**config.mk**
```make
export PLATFORM = sky130hd
export DESIGN_NAME = at_ipd_frame_deframer
export DESIGN_NICKNAME = d
export VERILOG_FILES = /design/src/aipd_pkg.sv /design/src/aipd_parser.sv /design/src/aipd_obuf.sv /design/src/at_ipd_frame_deframer.sv
export SDC_FILE = /design/constraint.sdc
export NUM_CORES = 1
export LEC_CHECK = 0
export ABC_CLOCK_PERIOD_IN_PS = 4080
export BUFFER_PORTS_ARGS = -buffer_cell sky130_fd_sc_hd__buf_4
export CORE_MARGIN = 2
export CORE_UTILIZATION = 55
export CTS_BUF_LIST = sky130_fd_sc_hd__clkbuf_16
export DETAILED_ROUTE_END_ITERATION = 12
export GPL_ROUTABILITY_DRIVEN = 0
export PLACE_DENSITY = 0.74
export REMOVE_ABC_BUFFERS = 1
export SLEW_MARGIN = 30
export SYNTH_ARGS = -nofsm -noshare
export SYNTH_HDL_FRONTEND = slang
export SYNTH_SLANG_ARGS = --single-unit
```
**constraint.sdc**
```tcl
create_clock -name clk -period 4.08 [get_ports clk]
set_input_delay 0 -clock clk [delete_from_list [all_inputs] [get_ports clk]]
set_output_delay 0 -clock clk [all_outputs]
set_load 0.05 [all_outputs]
```
**src/aipd_pkg.sv**
```systemverilog
// Shared types and constants for the +IPD payload deframer.
// No dependencies; used by aipd_parser, aipd_obuf and at_ipd_frame_deframer.
`timescale 1ns / 1ps
`default_nettype none

package aipd_pkg;

	localparam int unsigned MAX_DIGITS_DEF = 4;
	localparam int unsigned LEN_W          = 14;
	localparam int unsigned HDR_LEN        = 7;

	localparam logic [LEN_W-1:0] MAX_LEN_RESET = 14'd3000;

	localparam logic [7:0] CHAR_CR    = 8'h0D;
	localparam logic [7:0] CHAR_LF    = 8'h0A;
	localparam logic [7:0] CHAR_COLON = 8'h3A;
	localparam logic [7:0] CHAR_ZERO  = 8'h30;
	localparam logic [7:0] CHAR_NINE  = 8'h39;

	typedef enum logic [2:0] {
		PH_HUNT    = 3'd0,
		PH_OPT_CR  = 3'd1,
		PH_OPT_LF  = 3'd2,
		PH_LENGTH  = 3'd3,
		PH_PAYLOAD = 3'd4
	} phase_t;

	typedef enum logic {
		ST_PAYLOAD = 1'b0,
		ST_BAD_LEN = 1'b1
	} status_t;

	typedef struct packed {
		logic [7:0] data_byte;
		logic       is_last;
		status_t    status;
	} result_t;

	// header: CR LF + I P D ,
	function automatic logic [7:0] hdr_byte(input logic [2:0] pos);
		logic [7:0] c;
		case (pos)
			3'd0:    c = CHAR_CR;
			3'd1:    c = CHAR_LF;
			3'd2:    c = 8'h2B;
			3'd3:    c = 8'h49;
			3'd4:    c = 8'h50;
			3'd5:    c = 8'h44;
			3'd6:    c = 8'h2C;
			default: c = 8'h00;
		endcase
		return c;
	endfunction

endpackage

`default_nettype wire

```
**src/aipd_parser.sv**
```systemverilog
// Header parser and payload counter: one byte per accepted transaction.
// Depends on aipd_pkg.
`timescale 1ns / 1ps
`default_nettype none

module aipd_parser #(
	parameter int unsigned MAX_DIGITS = aipd_pkg::MAX_DIGITS_DEF
) (
	input  wire logic                       clk,
	input  wire logic                       arst_n,
	input  wire logic                       cfg_wen,
	input  wire logic [aipd_pkg::LEN_W-1:0] cfg_wdata,
	input  wire logic                       in_take,
	input  wire logic [7:0]                 in_byte,
	output logic                            res_valid,
	output aipd_pkg::result_t               res
);

	localparam int unsigned CW = $clog2(MAX_DIGITS + 1);
	localparam int unsigned LW = aipd_pkg::LEN_W;

	aipd_pkg::phase_t phase_q, phase_d;
	logic [2:0]    pos_q, pos_d;
	logic [CW-1:0] cnt_q, cnt_d;
	logic [LW-1:0] acc_q, acc_d;
	logic          ended_q, ended_d;
	logic [LW-1:0] rem_q, rem_d;
	logic [LW-1:0] max_len_q;

	logic          is_digit;
	logic [LW-1:0] dig;
	logic [LW-1:0] fb_acc;
	logic          fb_ended;
	logic [CW-1:0] fb_cnt;
	logic [LW-1:0] z_acc;
	logic          z_ended;
	logic          bad_len;
	logic          hdr_hit;

	assign is_digit = (in_byte >= aipd_pkg::CHAR_ZERO) && (in_byte <= aipd_pkg::CHAR_NINE);
	assign dig      = {{(LW-4){1'b0}}, in_byte[3:0]};

	// field byte on top of the running length
	assign fb_acc   = (!ended_q && is_digit) ? (acc_q << 3) + (acc_q << 1) + dig : acc_q;
	assign fb_ended = ended_q | ~is_digit;
	assign fb_cnt   = cnt_q + CW'(1);

	// field byte on a fresh length
	assign z_acc   = is_digit ? dig : '0;
	assign z_ended = ~is_digit;

	assign bad_len = (acc_q == '0) || (acc_q >= max_len_q);
	assign hdr_hit = (pos_q < 3'(aipd_pkg::HDR_LEN)) && (in_byte == aipd_pkg::hdr_byte(pos_q));

	always_comb begin
		phase_d   = phase_q;
		pos_d     = pos_q;
		cnt_d     = cnt_q;
		acc_d     = acc_q;
		ended_d   = ended_q;
		rem_d     = rem_q;
		res_valid = 1'b0;
		res       = '0;
		case (phase_q)
			aipd_pkg::PH_OPT_CR: begin
				if (in_byte == aipd_pkg::CHAR_CR) begin
					phase_d = aipd_pkg::PH_OPT_LF;
				end else if (in_byte == aipd_pkg::CHAR_LF) begin
					phase_d = aipd_pkg::PH_LENGTH;
					cnt_d   = '0;
					acc_d   = '0;
					ended_d = 1'b0;
				end else begin
					phase_d = aipd_pkg::PH_LENGTH;
					cnt_d   = CW'(1);
					acc_d   = z_acc;
					ended_d = z_ended;
				end
			end
			aipd_pkg::PH_OPT_LF: begin
				phase_d = aipd_pkg::PH_LENGTH;
				if (in_byte != aipd_pkg::CHAR_LF) begin
					cnt_d   = CW'(1);
					acc_d   = z_acc;
					ended_d = z_ended;
				end else begin
					cnt_d   = '0;
					acc_d   = '0;
					ended_d = 1'b0;
				end
			end
			aipd_pkg::PH_LENGTH: begin
				if (cnt_q == '0) begin
					cnt_d   = fb_cnt;
					acc_d   = fb_acc;
					ended_d = fb_ended;
				end else if (in_byte == aipd_pkg::CHAR_COLON && !bad_len) begin
					phase_d = aipd_pkg::PH_PAYLOAD;
					rem_d   = acc_q;
				end else if (in_byte == aipd_pkg::CHAR_COLON ||
						32'(cnt_q) >= MAX_DIGITS) begin
					res_valid  = 1'b1;
					res.status = aipd_pkg::ST_BAD_LEN;
					phase_d    = aipd_pkg::PH_HUNT;
					pos_d      = '0;
					cnt_d      = '0;
					acc_d      = '0;
					ended_d    = 1'b0;
					rem_d      = '0;
				end else begin
					cnt_d   = fb_cnt;
					acc_d   = fb_acc;
					ended_d = fb_ended;
				end
			end
			aipd_pkg::PH_PAYLOAD: begin
				res_valid     = 1'b1;
				res.data_byte = in_byte;
				res.status    = aipd_pkg::ST_PAYLOAD;
				if (rem_q <= LW'(1)) begin
					res.is_last = 1'b1;
					phase_d     = aipd_pkg::PH_HUNT;
					pos_d       = '0;
					cnt_d       = '0;
					acc_d       = '0;
					ended_d     = 1'b0;
					rem_d       = '0;
				end else begin
					rem_d = rem_q - LW'(1);
				end
			end
			default: begin
				if (hdr_hit) begin
					if (pos_q == 3'(aipd_pkg::HDR_LEN - 1)) begin
						pos_d   = '0;
						phase_d = aipd_pkg::PH_OPT_CR;
					end else begin
						pos_d = pos_q + 3'd1;
					end
				end else begin
					phase_d = aipd_pkg::PH_HUNT;
					pos_d   = (in_byte == aipd_pkg::CHAR_CR) ? 3'd1 : 3'd0;
				end
			end
		endcase
	end

	always_ff @(posedge clk or negedge arst_n) begin
		if (!arst_n) begin
			phase_q   <= aipd_pkg::PH_HUNT;
			pos_q     <= '0;
			cnt_q     <= '0;
			acc_q     <= '0;
			ended_q   <= 1'b0;
			rem_q     <= '0;
			max_len_q <= aipd_pkg::MAX_LEN_RESET;
		end else begin
			if (cfg_wen) begin
				max_len_q <= cfg_wdata;
			end
			if (in_take) begin
				phase_q <= phase_d;
				pos_q   <= pos_d;
				cnt_q   <= cnt_d;
				acc_q   <= acc_d;
				ended_q <= ended_d;
				rem_q   <= rem_d;
			end
		end
	end

	a_err_clean: assert property (@(posedge clk) disable iff (!arst_n)
		res_valid && res.status == aipd_pkg::ST_BAD_LEN |-> res.data_byte == '0 && !res.is_last)
		else $error("error result carries payload bits");

	a_payload_rem: assert property (@(posedge clk) disable iff (!arst_n)
		phase_q == aipd_pkg::PH_PAYLOAD |-> rem_q != '0)
		else $error("payload phase with nothing left to count");

	a_cnt_bound: assert property (@(posedge clk) disable iff (!arst_n)
		32'(cnt_q) <= MAX_DIGITS)
		else $error("length field counter overran");

	a_hunt_clear: assert property (@(posedge clk) disable iff (!arst_n)
		in_take && res_valid && (res.is_last || res.status == aipd_pkg::ST_BAD_LEN)
		|=> phase_q == aipd_pkg::PH_HUNT && pos_q == '0 && rem_q == '0)
		else $error("frame end did not return to hunting");

endmodule

`default_nettype wire

```
**src/aipd_obuf.sv**
```systemverilog
// Result register with one skid entry between parser and output stream.
// Depends on aipd_pkg.
`timescale 1ns / 1ps
`default_nettype none

module aipd_obuf (
	input  wire logic               clk,
	input  wire logic               arst_n,
	input  wire logic               in_valid,
	input  wire aipd_pkg::result_t  in_res,
	output logic                    in_ready,
	output logic                    out_valid,
	input  wire logic               out_ready,
	output aipd_pkg::result_t       out_res
);

	logic              main_v_q;
	logic              skid_v_q;
	aipd_pkg::result_t main_q;
	aipd_pkg::result_t skid_q;
	logic              pop;

	assign pop       = main_v_q && out_ready;
	assign in_ready  = ~skid_v_q;
	assign out_valid = main_v_q;
	assign out_res   = main_q;

	always_ff @(posedge clk or negedge arst_n) begin
		if (!arst_n) begin
			main_v_q <= 1'b0;
			skid_v_q <= 1'b0;
		end else if (skid_v_q) begin
			if (pop) begin
				skid_v_q <= 1'b0;
			end
		end else if (in_valid) begin
			if (!main_v_q || pop) begin
				main_v_q <= 1'b1;
			end else begin
				skid_v_q <= 1'b1;
			end
		end else if (pop) begin
			main_v_q <= 1'b0;
		end
	end

	always_ff @(posedge clk) begin
		if (skid_v_q) begin
			if (pop) begin
				main_q <= skid_q;
			end
		end else if (in_valid) begin
			if (!main_v_q || pop) begin
				main_q <= in_res;
			end else begin
				skid_q <= in_res;
			end
		end
	end

	a_skid_main: assert property (@(posedge clk) disable iff (!arst_n)
		skid_v_q |-> main_v_q)
		else $error("skid entry held without a main entry");

	a_no_overflow: assert property (@(posedge clk) disable iff (!arst_n)
		in_valid |-> !skid_v_q)
		else $error("result offered while buffer full");

	a_skid_drain: assert property (@(posedge clk) disable iff (!arst_n)
		skid_v_q && pop |=> main_v_q && !skid_v_q && main_q == $past(skid_q))
		else $error("skid entry not moved to main on pop");

endmodule

`default_nettype wire

```
**src/at_ipd_frame_deframer.sv**
```systemverilog
// A result is registered in the output buffer before it leaves on the m_ side.
// One byte per cycle while s_tready is high; the parser state updates on each accepted byte.
// s_tready drops only while the skid entry is full (m_tready held low).
// Reset (arst_n low, asynchronous): hunting for the header, buffer empty,
// max_len_exclusive back to 3000. No clearing pass.
`timescale 1ns / 1ps
`default_nettype none

module at_ipd_frame_deframer #(
	parameter int unsigned MAX_DIGITS = aipd_pkg::MAX_DIGITS_DEF
) (
	input  wire logic                       clk,
	input  wire logic                       arst_n,
	input  wire logic                       cfg_wen,
	input  wire logic [aipd_pkg::LEN_W-1:0] cfg_wdata,  // max_len_exclusive
	input  wire logic                       s_tvalid,
	output logic                            s_tready,
	input  wire logic [7:0]                 s_tdata,    // [7:0] rx_byte
	output logic                            m_tvalid,
	input  wire logic                       m_tready,
	output logic [7:0]                      m_tdata,    // [7:0] data_byte
	output logic                            m_tlast,    // is_last
	output logic [0:0]                      m_tuser     // [0] status
);

	logic              take;
	logic              res_valid;
	aipd_pkg::result_t res;
	aipd_pkg::result_t out_res;

	assign take = s_tvalid && s_tready;

	aipd_parser #(
		.MAX_DIGITS(MAX_DIGITS)
	) u_parser (
		.clk       (clk),
		.arst_n    (arst_n),
		.cfg_wen   (cfg_wen),
		.cfg_wdata (cfg_wdata),
		.in_take   (take),
		.in_byte   (s_tdata),
		.res_valid (res_valid),
		.res       (res)
	);

	aipd_obuf u_obuf (
		.clk       (clk),
		.arst_n    (arst_n),
		.in_valid  (take && res_valid),
		.in_res    (res),
		.in_ready  (s_tready),
		.out_valid (m_tvalid),
		.out_ready (m_tready),
		.out_res   (out_res)
	);

	assign m_tdata = out_res.data_byte;
	assign m_tlast = out_res.is_last;
	assign m_tuser = out_res.status;

endmodule

`default_nettype wire
```
==> metrics.csv <==
stage,metric,value,unit
die,# rows,34,
worst_setup_path,CP max stage delay,0.51,ns
route,DR DRC count,0,
run,Max Cap Viol,0,
synth,Async SR Flop Fraction,73.0,%
clock_tree,total CTS buffers,9,
power_and_ir_drop,Worst VDD drop,0.257,mV
synth,library cells used by synthesis,73,
clock_tree,root buffer cell,clkbuf_16,
route,"antenna viol nets, final",0,
sta,worst hold slack,0.00271,ns
worst_hold_path,Hold Path Class,input pin to flip-flop,
die,# IOs,39,
layout,"most common cell after layout, fill and taps aside",dfrtp_1,
global_routing,GRT Util Overall,24.3,%
sta,RSZ-0062 raised after global routing,false,
sta,Tmin final,3.10,ns
route,vias,4015,
sta,endpoints failing hold,0,
die,Die ar.,9660,um^2
worst_setup_path,Top delay family on crit path,compound AO/OA/AOI/OAI gates,
global_routing,largest net degree at the start of global routing,55,
layout,Syn-to-layout area delta,17.2,%
placed_design,dpl cells,627,
global_routing,first-pass GRT wire length,19.0,mm
clock_tree,Num Clock Sinks,74,
layout,Antenna Diode Count,0,
worst_setup_path,crit end category,flip-flop,
sta,# setup viols final,0,
clock_tree,CTS tree,yes,
worst_setup_path,CP most frequent cell,buf_4,
sta,Slew @ Worst Pin,0.683,ns
synth,Post-Synthesis Cells,500,
layout,post-route design area,5730,um^2
placed_design,PortBufs,38,
layout,final net count,622,
sta,Fin Setup TNS,0,ns
power_and_ir_drop,Leakage,2.64,nW
layout,fin cells,665,
power_and_ir_drop,Pwr Density,394,nW/um^2
worst_setup_path,"Data required, critical path",4.13,ns
synth,post-synthesis average cell area,9.78,um^2
synth,post-synthesis sequential area ratio,40.1,%
clock_tree,Clock Tree Buf Depth,2,
clock_tree,clock-pin slew on the worst setup and hold paths,0.07,ns
synth,Ys Warns,0,
worst_setup_path,critical-path cell list,inv_1 > ha_1 > nand4_1 > a211oi_1 > a211oi_2 > buf_4 > o21ai_0 > nand2_1 > nor3b_1 > buf_4,
layout,most frequent cells in the layout,"dfrtp_1, nand2_1, o21ai_0, ha_1, buf_4",
synth,"EDFF count, synth",20,
route,DRT iter0 DRCs,257,
worst_setup_path,WP data arrival,3.16,ns
route,router iterations before antenna repair,5,
die,core region area,8680,um^2
layout,Fill cells,713,
clock_tree,Post-CTS Resized,0,
synth,Main synth FF type,dfrtp_1,
synth,#FFs+latches synth,74,
die,starting density of the core,56.4,%
worst_setup_path,kind of critical path,flip-flop to flip-flop,
worst_setup_path,worst-path fanout max,8,
placed_design,placed cell area,5230,um^2
synth,Syn Std Cell Area,4890,um^2
die,Die W,98.3,um
sta,max_slew headroom,54.2,%
outcome,status,"complete, no violations",
sta,Max Slew Vio Count,0,
worst_setup_path,crit path launch type,flip-flop,
clock_tree,htree depth,3,
die,Chip Height,98.3,um
sta,FMAX,0.322,GHz
clock_tree,hold_buf cts,21,
global_routing,grt total ovfl,0,
clock_tree,setup bufs post-CTS,0,
worst_setup_path,Critical-path top delay cell,dfstp_2,
sta,Final period util,76.1,%
global_routing,vias in the first global route,3940,
clock_tree,Skew-Pair Late Insertion Delay,0.34,ns
route,total wire length,11.0,mm
route,routed length per instance,16.6,um
worst_setup_path,CP bufs+invs,3,
route,vias per inst,6.04,
layout,layout cells sized above 1,15.6,%
global_routing,initial antenna violation count,0,
sta,worst-case clock skew,0.00625,ns
placed_design,HPWL reported at the end of detailed placement,7.80,mm
==> through the flow <==
| stage | total power, mW | setup WS [ns] | utilization [%] |
|---|---|---|---|
| final | 2.26 | 0.976 | 66.0 |
| after global routing | 2.38 | 0.773 | 66.0 |
| after CTS | 2.26 | 0.834 | 66.0 |
| after detailed placement | 1.46 | 0.845 | 60.2 |
| after global placement | 1.44 | 0.952 | 60.2 |
| after floorplan | 1.30 | 1.06 | - |
==> path summary, 6_finish.rpt <==
check                                      start                      to  slack, ns  cells past startpoint
hold reg to reg               u_parser.rem_q[12]      u_parser.rem_q[12]       0.52                      2
setup / recovery           u_parser.max_len_q[9]        u_obuf.skid_q[7]       0.98                     10
max in group asynchronous                 arst_n  u_parser.max_len_q[12]       3.38                      2
min in group asynchronous                 arst_n        u_obuf.out_valid       0.24                      2
setup reg to reg           u_parser.max_len_q[9]        u_obuf.skid_q[7]       0.98                     10
hold / removal                           cfg_wen   u_parser.max_len_q[9]      0.003                      3
==> worst register-to-register path: cells and delay by family, from the launching register on <==
family / cells / cell delay, ns
AOI/OAI and AO/OA: 3 / 0.80
DFF: 1 / 0.51
buffers and inverters: 3 / 0.50
adders and majority gates: 1 / 0.31
and+or+nand+nor: 3 / 0.71
==> power breakdown <==
group          switching, mW  leakage, nW  internal [mW]
registers             0.0671        0.869          0.821
logic                  0.361         1.63          0.227
clock network          0.353        0.141          0.429
total                  0.781         2.64           1.48
==> layout make-up <==
class	count	area (um^2)	area share (%)
Multi-Input combinational cell	372	2710	47.2
Timing Repair Buffer	62	515	8.99
Clock buffer	9	225	3.93
Tap cell	108	135	2.36
Inverter	33	124	2.16
Clock inverter	7	65.1	1.14
Sequential cell	74	1960	34.2
==> per-layer routing <==
metal  vias up  global-route usage [%]  share of wire [%]
met5         -                       0                  0
met4         0                    9.48                2.0
met3        20                    2.86                4.1
met2        93                    38.8                 47
met1      1939                    34.2                 47
li1       1963                       -                  -
==> flip-flops by register name (all words and copies together) (netlist names) <==
signal	count
u_obuf.skid_v_q	1
u_parser.acc_q	14
u_obuf.skid_q	10
u_obuf.out_valid	1
u_parser.cnt_q	3
u_parser.pos_q	3
u_parser.rem_q	14
u_parser.ended_q	1
u_parser.max_len_q	14
u_obuf.out_res	10
u_parser.phase_q	3
==> synthesized netlist by cell type (6+ instances only) <==
cell type | n | area share (%)
o21ai_0 | 41 | 4.2
a22o_1 | 16 | 2.9
nor2_1 | 31 | 2.4
inv_1 | 32 | 2.5
ha_1 | 41 | 10
dfstp_2 | 7 | 3.8
dfrtp_1 | 47 | 24
nand3_1 | 7 | 0.72
a21oi_1 | 29 | 3.0
xnor2_1 | 10 | 1.8
nand2_1 | 43 | 3.3
clkbuf_1 | 13 | 1.0
and3_1 | 11 | 1.4
nor3_1 | 8 | 0.82
o31ai_1 | 6 | 0.92
mux2_2 | 8 | 1.8
a21o_1 | 8 | 1.2
edfxtp_1 | 20 | 12
nor2b_1 | 8 | 1.0
nand2b_1 | 6 | 0.77
==> cells by family after synthesis <==
| kind of cell | count (synthesis) | share of synthesized area (%) |
|---|---|---|
| flip-flops | 74 | 40.1 |
| adder cells (fa/ha/maj) | 43 | 11.3 |
| AO/OA/AOI/OAI | 154 | 21.8 |
| buffers and inverters | 54 | 4.58 |
| XOR/XNOR | 13 | 2.33 |
| AND/OR/NAND/NOR | 152 | 17.7 |
| multiplexers | 10 | 2.28 |
Power figures use the tool's default switching activity.
